### src/hdl/hsps_pkg.sv
// ----------------------------------------------------------------------------
// hsps_pkg
// Shared types, register indexes, strategy codes and fixed-point constants
// for the hybrid storage power split block.
// ----------------------------------------------------------------------------
package hsps_pkg;

   // register indexes
   localparam logic [2:0] REG_STRATEGY        = 3'd0;
   localparam logic [2:0] REG_DISCHARGE_LIMIT = 3'd1;
   localparam logic [2:0] REG_CHARGE_LIMIT    = 3'd2;
   localparam logic [2:0] REG_CAP_REFERENCE   = 3'd3;
   localparam logic [2:0] REG_CAP_FLOOR       = 3'd4;
   localparam logic [2:0] REG_CAP_CEILING     = 3'd5;
   localparam logic [2:0] REG_BAND_LOW        = 3'd6;
   localparam logic [2:0] REG_BAND_HIGH       = 3'd7;

   // strategy codes
   localparam logic [2:0] STRAT_THRESHOLD  = 3'd1;
   localparam logic [2:0] STRAT_CAP_FIRST  = 3'd2;
   localparam logic [2:0] STRAT_PI_FIXED   = 3'd3;
   localparam logic [2:0] STRAT_PI_SPEED   = 3'd4;
   localparam logic [2:0] STRAT_HYSTERESIS = 3'd5;

   // reset values
   localparam logic [2:0]  RST_STRATEGY        = STRAT_THRESHOLD;
   localparam logic [19:0] RST_DISCHARGE_LIMIT = 20'd20000;
   localparam logic [19:0] RST_CHARGE_LIMIT    = 20'd10000;
   localparam logic [15:0] RST_CAP_REFERENCE   = 16'd30000;
   localparam logic [15:0] RST_CAP_FLOOR       = 16'd20000;
   localparam logic [15:0] RST_CAP_CEILING     = 16'd40000;
   localparam logic [15:0] RST_BAND_LOW        = 16'd28000;
   localparam logic [15:0] RST_BAND_HIGH       = 16'd32000;

   // threshold current: limit * 950 / 375 = floor(limit * 38 / 15)
   localparam logic [25:0] TH_GAIN  = 26'd38;
   localparam int          TH_SHIFT = 30;
   localparam logic [26:0] TH_RECIP = 27'(((64'd1 << TH_SHIFT) + 64'd14) / 64'd15);

   // pi law
   localparam logic [13:0] SOC_FULL     = 14'd9999;
   localparam logic [16:0] SPEED_BASE   = 17'd35000;
   localparam logic [16:0] SPEED_STEP   = 17'd100;
   localparam logic signed [23:0] PI_PGAIN = 24'sd100;
   localparam logic signed [39:0] INTEG_MAX = {1'b0, {39{1'b1}}};
   localparam logic signed [39:0] INTEG_MIN = {1'b1, {39{1'b0}}};

   // divide by 1000: (x >> 3) / 125 by reciprocal, exact for x < 2^40
   localparam int          DIV_SHIFT = 44;
   localparam logic [37:0] DIV_RECIP = 38'(((64'd1 << DIV_SHIFT) + 64'd124) / 64'd125);

   // hysteresis
   localparam logic [15:0] HYST_CLAMP = 16'd2000;

   typedef struct packed {
      logic [2:0]  strategy;
      logic [19:0] discharge_power_limit;
      logic [19:0] charge_power_limit;
      logic [15:0] cap_voltage_reference;
      logic [15:0] cap_voltage_floor;
      logic [15:0] cap_voltage_ceiling;
      logic [15:0] band_low;
      logic [15:0] band_high;
   } cfg_type;

   typedef struct packed {
      logic        regulator_is_cap;
      logic        command_target;
      logic        command_is_charge;
      logic        use_div;
      logic        quot_neg;
      logic [22:0] direct_current;
      logic [39:0] magnitude;
   } dec_type;

endpackage

### src/hdl/hsps_csr.sv
// ----------------------------------------------------------------------------
// hsps_csr
// Configuration register file, written through a plain index/data port.
// ----------------------------------------------------------------------------
module hsps_csr (
   input  logic                  clock,
   input  logic                  reset,
   input  logic                  csr_write,
   input  logic [2:0]            csr_index,
   input  logic [19:0]           csr_data,
   output hsps_pkg::cfg_type     cfg
);

   hsps_pkg::cfg_type cfg_ff;
   hsps_pkg::cfg_type cfg_in;

   always_comb begin
      cfg_in = cfg_ff;
      if (csr_write) begin
         case (csr_index)
            hsps_pkg::REG_STRATEGY:        cfg_in.strategy              = csr_data[2:0];
            hsps_pkg::REG_DISCHARGE_LIMIT: cfg_in.discharge_power_limit = csr_data;
            hsps_pkg::REG_CHARGE_LIMIT:    cfg_in.charge_power_limit    = csr_data;
            hsps_pkg::REG_CAP_REFERENCE:   cfg_in.cap_voltage_reference = csr_data[15:0];
            hsps_pkg::REG_CAP_FLOOR:       cfg_in.cap_voltage_floor     = csr_data[15:0];
            hsps_pkg::REG_CAP_CEILING:     cfg_in.cap_voltage_ceiling   = csr_data[15:0];
            hsps_pkg::REG_BAND_LOW:        cfg_in.band_low              = csr_data[15:0];
            hsps_pkg::REG_BAND_HIGH:       cfg_in.band_high             = csr_data[15:0];
            default:                       cfg_in = cfg_ff;
         endcase
      end
   end

   always_ff @(posedge clock) begin
      if (reset) begin
         cfg_ff.strategy              <= hsps_pkg::RST_STRATEGY;
         cfg_ff.discharge_power_limit <= hsps_pkg::RST_DISCHARGE_LIMIT;
         cfg_ff.charge_power_limit    <= hsps_pkg::RST_CHARGE_LIMIT;
         cfg_ff.cap_voltage_reference <= hsps_pkg::RST_CAP_REFERENCE;
         cfg_ff.cap_voltage_floor     <= hsps_pkg::RST_CAP_FLOOR;
         cfg_ff.cap_voltage_ceiling   <= hsps_pkg::RST_CAP_CEILING;
         cfg_ff.band_low              <= hsps_pkg::RST_BAND_LOW;
         cfg_ff.band_high             <= hsps_pkg::RST_BAND_HIGH;
      end else begin
         cfg_ff <= cfg_in;
      end
   end

   assign cfg = cfg_ff;

endmodule

### src/hdl/hsps_decide.sv
// ----------------------------------------------------------------------------
// hsps_decide
// Strategy decision for one epoch, threshold current, hysteresis current and
// the PI numerator, with the saturating error integral.
// ----------------------------------------------------------------------------
module hsps_decide (
   input  logic                  clock,
   input  logic                  reset,
   input  logic                  in_valid,
   input  logic                  advance,
   input  logic signed [19:0]    load_power,
   input  logic [19:0]           regen_power,
   input  logic [15:0]           cap_voltage,
   input  logic [13:0]           battery_charge,
   input  logic [7:0]            vehicle_speed,
   input  hsps_pkg::cfg_type     cfg,
   output hsps_pkg::dec_type     dec
);

   logic                load_pos;
   logic                regen_nz;
   logic                battery_first;
   logic                guard;
   logic [19:0]         lim_sel;
   logic [25:0]         th_x;
   logic [52:0]         th_prod;
   logic [22:0]         th_cur;
   logic [15:0]         dis_diff;
   logic [15:0]         chg_diff;
   logic [10:0]         dis_clamp;
   logic [10:0]         chg_clamp;
   logic [15:0]         speed_ref;
   logic [15:0]         volt_ref;
   logic signed [16:0]  err;
   logic signed [40:0]  sum_wide;
   logic signed [39:0]  integral_ff;
   logic signed [39:0]  integral_in;
   logic signed [23:0]  p_term;
   logic signed [40:0]  numer;
   logic [39:0]         mag;
   logic                pi_active;

   assign load_pos = !load_power[19] && (load_power != 20'sd0);
   assign regen_nz = (regen_power != 20'd0);

   assign guard = (load_pos && (cap_voltage < cfg.cap_voltage_floor)) ||
                  (regen_nz && (cap_voltage > cfg.cap_voltage_ceiling));

   assign battery_first =
      (load_pos && (20'(load_power) <= cfg.discharge_power_limit)) ||
      (regen_nz && (regen_power <= cfg.charge_power_limit) &&
       (battery_charge < hsps_pkg::SOC_FULL)) || guard;

   // threshold current
   assign lim_sel = load_pos ? cfg.discharge_power_limit : cfg.charge_power_limit;
   assign th_x    = 26'(lim_sel) * hsps_pkg::TH_GAIN;
   assign th_prod = 53'(th_x) * 53'(hsps_pkg::TH_RECIP);
   assign th_cur  = th_prod[52:30];

   // hysteresis currents
   assign dis_diff  = cfg.band_low - cap_voltage;
   assign chg_diff  = cap_voltage - cfg.band_high;
   assign dis_clamp = (dis_diff > hsps_pkg::HYST_CLAMP) ? 11'(hsps_pkg::HYST_CLAMP)
                                                         : dis_diff[10:0];
   assign chg_clamp = (chg_diff > hsps_pkg::HYST_CLAMP) ? 11'(hsps_pkg::HYST_CLAMP)
                                                         : chg_diff[10:0];

   // pi numerator
   assign speed_ref = 16'(hsps_pkg::SPEED_BASE - 17'(vehicle_speed) * hsps_pkg::SPEED_STEP);
   assign volt_ref  = (cfg.strategy == hsps_pkg::STRAT_PI_FIXED) ? cfg.cap_voltage_reference
                                                                  : speed_ref;
   assign err       = $signed({1'b0, cap_voltage}) - $signed({1'b0, volt_ref});
   assign sum_wide  = 41'(integral_ff) + 41'(err);

   always_comb begin
      if (sum_wide[40] != sum_wide[39]) begin
         integral_in = sum_wide[40] ? hsps_pkg::INTEG_MIN : hsps_pkg::INTEG_MAX;
      end else begin
         integral_in = sum_wide[39:0];
      end
   end

   assign p_term = 24'(err) * hsps_pkg::PI_PGAIN;
   assign numer  = 41'(integral_in) + 41'(p_term);
   assign mag    = numer[40] ? 40'(-numer) : 40'(numer);

   always_comb begin
      dec       = '0;
      pi_active = 1'b0;
      case (cfg.strategy)
         hsps_pkg::STRAT_THRESHOLD: begin
            if (!battery_first) begin
               dec.regulator_is_cap = 1'b1;
               dec.command_target   = 1'b1;
               if (load_pos) begin
                  dec.direct_current = th_cur;
               end else if (regen_nz) begin
                  dec.command_is_charge = 1'b1;
                  dec.direct_current    = th_cur;
               end
            end
         end
         hsps_pkg::STRAT_CAP_FIRST: begin
            if ((load_pos && (cap_voltage > cfg.cap_voltage_floor)) ||
                (regen_nz && (cap_voltage < cfg.cap_voltage_ceiling))) begin
               dec.regulator_is_cap = 1'b1;
               dec.command_target   = 1'b1;
            end
         end
         hsps_pkg::STRAT_PI_FIXED, hsps_pkg::STRAT_PI_SPEED: begin
            if (!guard) begin
               dec.regulator_is_cap = 1'b1;
               dec.command_target   = 1'b1;
               dec.use_div          = 1'b1;
               dec.quot_neg         = !numer[40];
               dec.magnitude        = mag;
               pi_active            = 1'b1;
            end
         end
         hsps_pkg::STRAT_HYSTERESIS: begin
            if (!guard) begin
               dec.regulator_is_cap = 1'b1;
               dec.command_target   = 1'b1;
               if ((cap_voltage > cfg.band_low) && (cap_voltage < cfg.band_high)) begin
                  dec.direct_current = '0;
               end else if (cap_voltage <= cfg.band_low) begin
                  dec.direct_current = 23'({dis_clamp, 4'b0000});
               end else begin
                  dec.command_is_charge = 1'b1;
                  dec.direct_current    = 23'({chg_clamp, 4'b0000});
               end
            end
         end
         default: begin
            dec = '0;
         end
      endcase
   end

   always_ff @(posedge clock) begin
      if (reset) begin
         integral_ff <= '0;
      end else if (in_valid && advance && pi_active) begin
         integral_ff <= integral_in;
      end
   end

   a_integral_hold: assert property (@(posedge clock) disable iff (reset)
      !(in_valid && advance) |=> $stable(integral_ff))
      else $error("error integral moved without a stage transfer");

endmodule

### src/hdl/hsps_div.sv
// ----------------------------------------------------------------------------
// hsps_div
// Divide-by-1000 of a 40-bit magnitude by reciprocal multiplication, split
// into four registered partial products and one summing step.
// ----------------------------------------------------------------------------
module hsps_div (
   input  logic         clock,
   input  logic         enable,
   input  logic [39:0]  magnitude,
   output logic [30:0]  quotient
);

   logic [36:0] b_val;
   logic [18:0] b_lo;
   logic [17:0] b_hi;
   logic [18:0] m_lo;
   logic [18:0] m_hi;
   logic [37:0] pp_ll_ff;
   logic [37:0] pp_lh_ff;
   logic [36:0] pp_hl_ff;
   logic [36:0] pp_hh_ff;
   logic [74:0] sum;

   assign b_val = magnitude[39:3];
   assign b_lo  = b_val[18:0];
   assign b_hi  = b_val[36:19];
   assign m_lo  = hsps_pkg::DIV_RECIP[18:0];
   assign m_hi  = hsps_pkg::DIV_RECIP[37:19];

   always_ff @(posedge clock) begin
      if (enable) begin
         pp_ll_ff <= 38'(b_lo) * 38'(m_lo);
         pp_lh_ff <= 38'(b_lo) * 38'(m_hi);
         pp_hl_ff <= 37'(b_hi) * 37'(m_lo);
         pp_hh_ff <= 37'(b_hi) * 37'(m_hi);
      end
   end

   assign sum = (75'(pp_hh_ff) << 38) + (75'(pp_lh_ff) << 19) +
                (75'(pp_hl_ff) << 19) + 75'(pp_ll_ff);
   assign quotient = sum[74:44];

endmodule

### src/hdl/hybrid_storage_power_split_top.sv
// ----------------------------------------------------------------------------
// hybrid_storage_power_split_top
// Battery plus supercap power split: input register, decision stage,
// divider stage and result register, one epoch per transfer.
// ----------------------------------------------------------------------------
// throughput: one item per cycle while rsp_stall is low; the four-stage
//   pipeline with per-stage handshake takes up to three more items while a
//   result waits on rsp_stall
// reset: pipeline empties, registers take their defaults, error integral
//   clears to zero
module hybrid_storage_power_split_top (
   input  logic                clock,
   input  logic                reset,
   input  logic                req_valid,
   output logic                req_stall,
   input  logic signed [19:0]  req_load_power,
   input  logic [19:0]         req_regen_power,
   input  logic [15:0]         req_cap_voltage,
   input  logic [13:0]         req_battery_charge,
   input  logic [7:0]          req_vehicle_speed,
   output logic                rsp_valid,
   input  logic                rsp_stall,
   output logic                rsp_regulator_is_cap,
   output logic                rsp_command_target,
   output logic                rsp_command_is_charge,
   output logic signed [31:0]  rsp_current_command,
   input  logic                csr_write,
   input  logic [2:0]          csr_index,
   input  logic [19:0]         csr_data
);

   hsps_pkg::cfg_type  cfg;
   hsps_pkg::dec_type  dec;
   hsps_pkg::dec_type  s1_dec_ff;
   hsps_pkg::dec_type  s2_dec_ff;

   logic                s0_valid_ff;
   logic                s1_valid_ff;
   logic                s2_valid_ff;
   logic                rsp_valid_ff;
   logic                s0_ready;
   logic                s1_ready;
   logic                s2_ready;
   logic                rsp_ready;
   logic signed [19:0]  s0_load_ff;
   logic [19:0]         s0_regen_ff;
   logic [15:0]         s0_volt_ff;
   logic [13:0]         s0_charge_ff;
   logic [7:0]          s0_speed_ff;
   logic [30:0]         quotient;
   logic signed [31:0]  current_in;
   logic                reg_cap_ff;
   logic                target_ff;
   logic                charge_ff;
   logic signed [31:0]  current_ff;

   // stage handshake
   assign rsp_ready = !rsp_valid_ff || !rsp_stall;
   assign s2_ready  = !s2_valid_ff || rsp_ready;
   assign s1_ready  = !s1_valid_ff || s2_ready;
   assign s0_ready  = !s0_valid_ff || s1_ready;
   assign req_stall = !s0_ready;

   hsps_csr u_csr (
      .clock     (clock),
      .reset     (reset),
      .csr_write (csr_write),
      .csr_index (csr_index),
      .csr_data  (csr_data),
      .cfg       (cfg)
   );

   hsps_decide u_decide (
      .clock          (clock),
      .reset          (reset),
      .in_valid       (s0_valid_ff),
      .advance        (s1_ready),
      .load_power     (s0_load_ff),
      .regen_power    (s0_regen_ff),
      .cap_voltage    (s0_volt_ff),
      .battery_charge (s0_charge_ff),
      .vehicle_speed  (s0_speed_ff),
      .cfg            (cfg),
      .dec            (dec)
   );

   hsps_div u_div (
      .clock     (clock),
      .enable    (s2_ready),
      .magnitude (s1_dec_ff.magnitude),
      .quotient  (quotient)
   );

   always_ff @(posedge clock) begin
      if (reset) begin
         s0_valid_ff  <= 1'b0;
         s1_valid_ff  <= 1'b0;
         s2_valid_ff  <= 1'b0;
         rsp_valid_ff <= 1'b0;
      end else begin
         if (s0_ready) begin
            s0_valid_ff <= req_valid;
         end
         if (s1_ready) begin
            s1_valid_ff <= s0_valid_ff;
         end
         if (s2_ready) begin
            s2_valid_ff <= s1_valid_ff;
         end
         if (rsp_ready) begin
            rsp_valid_ff <= s2_valid_ff;
         end
      end
   end

   always_ff @(posedge clock) begin
      if (s0_ready) begin
         s0_load_ff   <= req_load_power;
         s0_regen_ff  <= req_regen_power;
         s0_volt_ff   <= req_cap_voltage;
         s0_charge_ff <= req_battery_charge;
         s0_speed_ff  <= req_vehicle_speed;
      end
      if (s1_ready) begin
         s1_dec_ff <= dec;
      end
      if (s2_ready) begin
         s2_dec_ff <= s1_dec_ff;
      end
      if (rsp_ready) begin
         reg_cap_ff <= s2_dec_ff.regulator_is_cap;
         target_ff  <= s2_dec_ff.command_target;
         charge_ff  <= s2_dec_ff.command_is_charge;
         current_ff <= current_in;
      end
   end

   always_comb begin
      if (s2_dec_ff.use_div) begin
         current_in = s2_dec_ff.quot_neg ? -$signed(32'(quotient)) : $signed(32'(quotient));
      end else begin
         current_in = $signed(32'(s2_dec_ff.direct_current));
      end
   end

   assign rsp_valid             = rsp_valid_ff;
   assign rsp_regulator_is_cap  = reg_cap_ff;
   assign rsp_command_target    = target_ff;
   assign rsp_command_is_charge = charge_ff;
   assign rsp_current_command   = current_ff;

   a_empty_input_open: assert property (@(posedge clock) disable iff (reset)
      !s0_valid_ff |-> !req_stall)
      else $error("input stalled with an empty input register");

   a_battery_idle_cmd: assert property (@(posedge clock) disable iff (reset)
      rsp_valid_ff && !rsp_regulator_is_cap |->
         (rsp_current_command == 32'sd0) && !rsp_command_target && !rsp_command_is_charge)
      else $error("battery regulation with a nonzero supercap command");

   a_charge_cmd_shape: assert property (@(posedge clock) disable iff (reset)
      rsp_valid_ff && rsp_command_is_charge |->
         rsp_regulator_is_cap && rsp_command_target && !rsp_current_command[31])
      else $error("charge command with wrong target or negative current");

endmodule
### config.mk
export PLATFORM = sky130hd
export DESIGN_NAME = hybrid_storage_power_split_top
export DESIGN_NICKNAME = d
export VERILOG_FILES = /design/src/hdl/hsps_pkg.sv /design/src/hdl/hsps_csr.sv /design/src/hdl/hsps_decide.sv /design/src/hdl/hsps_div.sv /design/src/hdl/hybrid_storage_power_split_top.sv
export SDC_FILE = /design/constraint.sdc
export NUM_CORES = 2
export LEC_CHECK = 0
export BUFFER_PORTS_ARGS = -buffer_cell sky130_fd_sc_hd__buf_4
export CAP_MARGIN = 25
export CORE_UTILIZATION = 66
export CTS_CLUSTER_DIAMETER = 30
export DETAILED_ROUTE_END_ITERATION = 8
export GPL_TIMING_DRIVEN = 0
export PLACE_DENSITY = 0.87
export SETUP_SLACK_MARGIN = 0.3
export SYNTH_ARGS = -nofsm -noshare
export SYNTH_HDL_FRONTEND = slang
export SYNTH_SLANG_ARGS = --single-unit
### constraint.sdc
create_clock -name clock -period 19.7 [get_ports clock]
set_input_delay 3.94 -clock clock [delete_from_list [all_inputs] [get_ports clock]]
set_output_delay 3.94 -clock clock [all_outputs]
set_load 0.02 [all_outputs]
==> impl_metrics.ini <==
[status]
status = finished clean

[placement]
dp_cells = 7309
port_buffers = 136
postPlaceCellArea_sq_um = 60600
dp_hpwl_microns = 125000
globalplace.congestion = 1.01

[die]
dieArea_sq_um = 89000
start_util = 0.667
pin_count = 143
die_h_microns = 298
die_w_microns = 298
rows = 108
core_sq_um = 86900

[drt]
drcViolationCount = 0
vias = 46700
drtIter0Drc = 3916
wirelength_microns = 159000
wl_per_cell_microns = 21.1
ant_nets = 0
via_per_inst = 6.22
drt-pass1-iter-count = 8

[worst_setup_path]
start_kind = flop
crit_fanout = 17
max_stage_delay_ns = 0.59
crit_arrival_ns = 15.34
path_common_cell = ha_1
path_class = flop to flop
crit_slowest_cell = clkbuf_1
end_kind = flop
critPathRequiredTime_ns = 20.14

[synth]
synth_compound_area_frac = 0.136
syn_inst = 6014
synth_seq_area_share = 0.228
synth_top_area_frac = 0.231
synthArstFlopShare = 0
synth_fp_nets = 7680
synth_seq_cells = 496
synth.avg_cell_area_sq_um = 9.63
synth.distinct_cells = 99
synth_edf_count = 329
syn_area_sq_um = 57900
synthTopCellsByArea = ha_1 (23%), edfxtp_1 (17%), fa_1 (17%), dfxtp_1 (5.8%), inv_1 (5.4%)
synth_top_family_by_area = adder cells
synth_largest_area_cell = ha_1
synth_ff_type = edfxtp_1
synthMuxAreaShare = 0.00570
yosys.area_share.simple = 0.118
synth_fa_ha_area_frac = 0.401
synth-xor-area-share = 0.0488
yosysWarnings = 0

[global_routing]
grt_pass1_vias = 47900
grt_pass1_wl_microns = 249000
gr-usage-all-layers = 0.355
grt_max_degree = 86
antenna_found_initial = 9
grt_overflow = 0

[layout]
multiInputGateArea_sq_um = 41100
fillerInstances = 5789
layout.cells.most_common = ha_1
finish.utilization = 0.741
final_cells = 7516
layout_common_cells = ha_1 (1068), inv_1 (839), fa_1 (492), nand2_1 (445), a21oi_1 (415)
finish.instance_area_sq_um = 64400
areaGrowthSynthToFinish_pct = 11.1
ff_latch_area_sq_um = 13200
drive_gt1_frac = 0.0669
final_nets = 7931

[sta]
clock_skew_ns = 0.0335
fmax_mhz = 67.1
finalMaxSlewViolations = 0
timing.setup.tns_ns = 0
finalSetupViolCount = 0
rsz0062_at_grt = no
maxSlewHeadroom = 0.212
min_period_ns = 14.89
worst_pin_slew_ns = 1.18
post-route-period-util = 0.756
hold_viol_final = 0

[cts]
cts_buffers = 107
post_cts_resized = 0
clk_pin_slew_ns = 0.05
clk_latency_ns = 0.71
post_cts_buffers = 0
clk_path_buf_depth = 3
postCtsHoldBufs = 0
cts_sinks = 496
root_buffer = clkbuf_16
tritoncts = done
cts_htree_levels = 3

[job]
drv_cap = 0

[hold_path]
hold_class = flop to flop
==> cells in the mapped netlist (all sizes together), types with 97 or more instances <==
cell type  number
nor3          117
ha           1068
xnor2         226
a21oi         416
xor2           97
o21ai         229
fa            492
inv           840
dfxtp         167
nand2         447
nor2          365
clkbuf        105
a21o          132
edfxtp        329
==> registers in the layout, indices dropped and copies added, names as in the netlist, 27 cells and up <==
name / flops
u_csr.cfg: 123
s1_dec_ff: 64
u_decide.integral_ff: 40
u_div.pp_lh_ff: 38
u_div.pp_hh_ff: 37
u_div.pp_hl_ff: 33
rsp_current_command: 32
s2_dec_ff: 27
==> metrics by stage <==
| stage | hold slack [ns] | setup WS, ns |
|---|---|---|
| final | 0.417 | 4.81 |
| after global routing | 0.415 | 4.06 |
| after CTS | 0.411 | 5.04 |
| after detailed placement | 0.405 | 5.26 |
| after global placement | 0.402 | 3.36 |
| after floorplan | 0.400 | 6.84 |
==> per-layer routing <==
metal,vias up,GRT usage,wire [microns]
met5,-,0,13
li1,21500,-,-
met4,2,0.210,10500
met3,636,0.0637,13000
met1,22500,0.426,59700
met2,2102,0.598,75500
==> path summary, 6_finish.rpt <==
path                            startpoint                     endpoint  slack, ns  cells past startpoint
setup / recovery  s0_speed_ff[2]$_DFFE_PN_  s1_dec_ff[12]$_SDFFCE_PN0P_       4.81                     48
hold / removal     s1_dec_ff[67]$_DFFE_PP_      s2_dec_ff[67]$_DFFE_PP_       0.42                      0
setup reg to reg  s0_speed_ff[2]$_DFFE_PN_  s1_dec_ff[12]$_SDFFCE_PN0P_       4.81                     48
hold reg to reg    s1_dec_ff[67]$_DFFE_PP_      s2_dec_ff[67]$_DFFE_PP_       0.42                      0
==> final cells by class <==
| class | instances | share of cell area |
|---|---|---|
| Timing Repair Buffer | 142 | 0.0183 |
| Sequential cell | 496 | 0.205 |
| Buffer | 117 | 0.00717 |
| Clock buffer | 126 | 0.0446 |
| Clock inverter | 75 | 0.0134 |
| Inverter | 841 | 0.0491 |
| Multi-Input combinational cell | 4560 | 0.639 |
| Antenna cell | 4 | 0.000156 |
| Tap cell | 1155 | 0.0225 |
==> cell families (layout without fill, tap and decap cells) <==
kind of cell	Yosys count	after routing
flops	496	496
simple gates	1426	1426
other cells	0	4
compound gates	1220	1220
xor+xnor	323	323
fa+ha+maj	1560	1560
mux	31	31
buf+inv	958	1301
==> worst max-delay path, delay by kind of cell (launching register included) <==
family / cells / cell delay [ns]
AO/OA/AOI/OAI: 25 / 6.98
adder cells (fa/ha/maj): 8 / 3.09
buffers and inverters: 5 / 1.84
AND/OR/NAND/NOR: 5 / 0.84
XOR/XNOR: 4 / 0.80
multiplexers: 1 / 0.59
flip-flops: 1 / 0.49
Power is not shown: default switching activity piles up to over one toggle a cycle in this logic, so the estimate is an artifact.
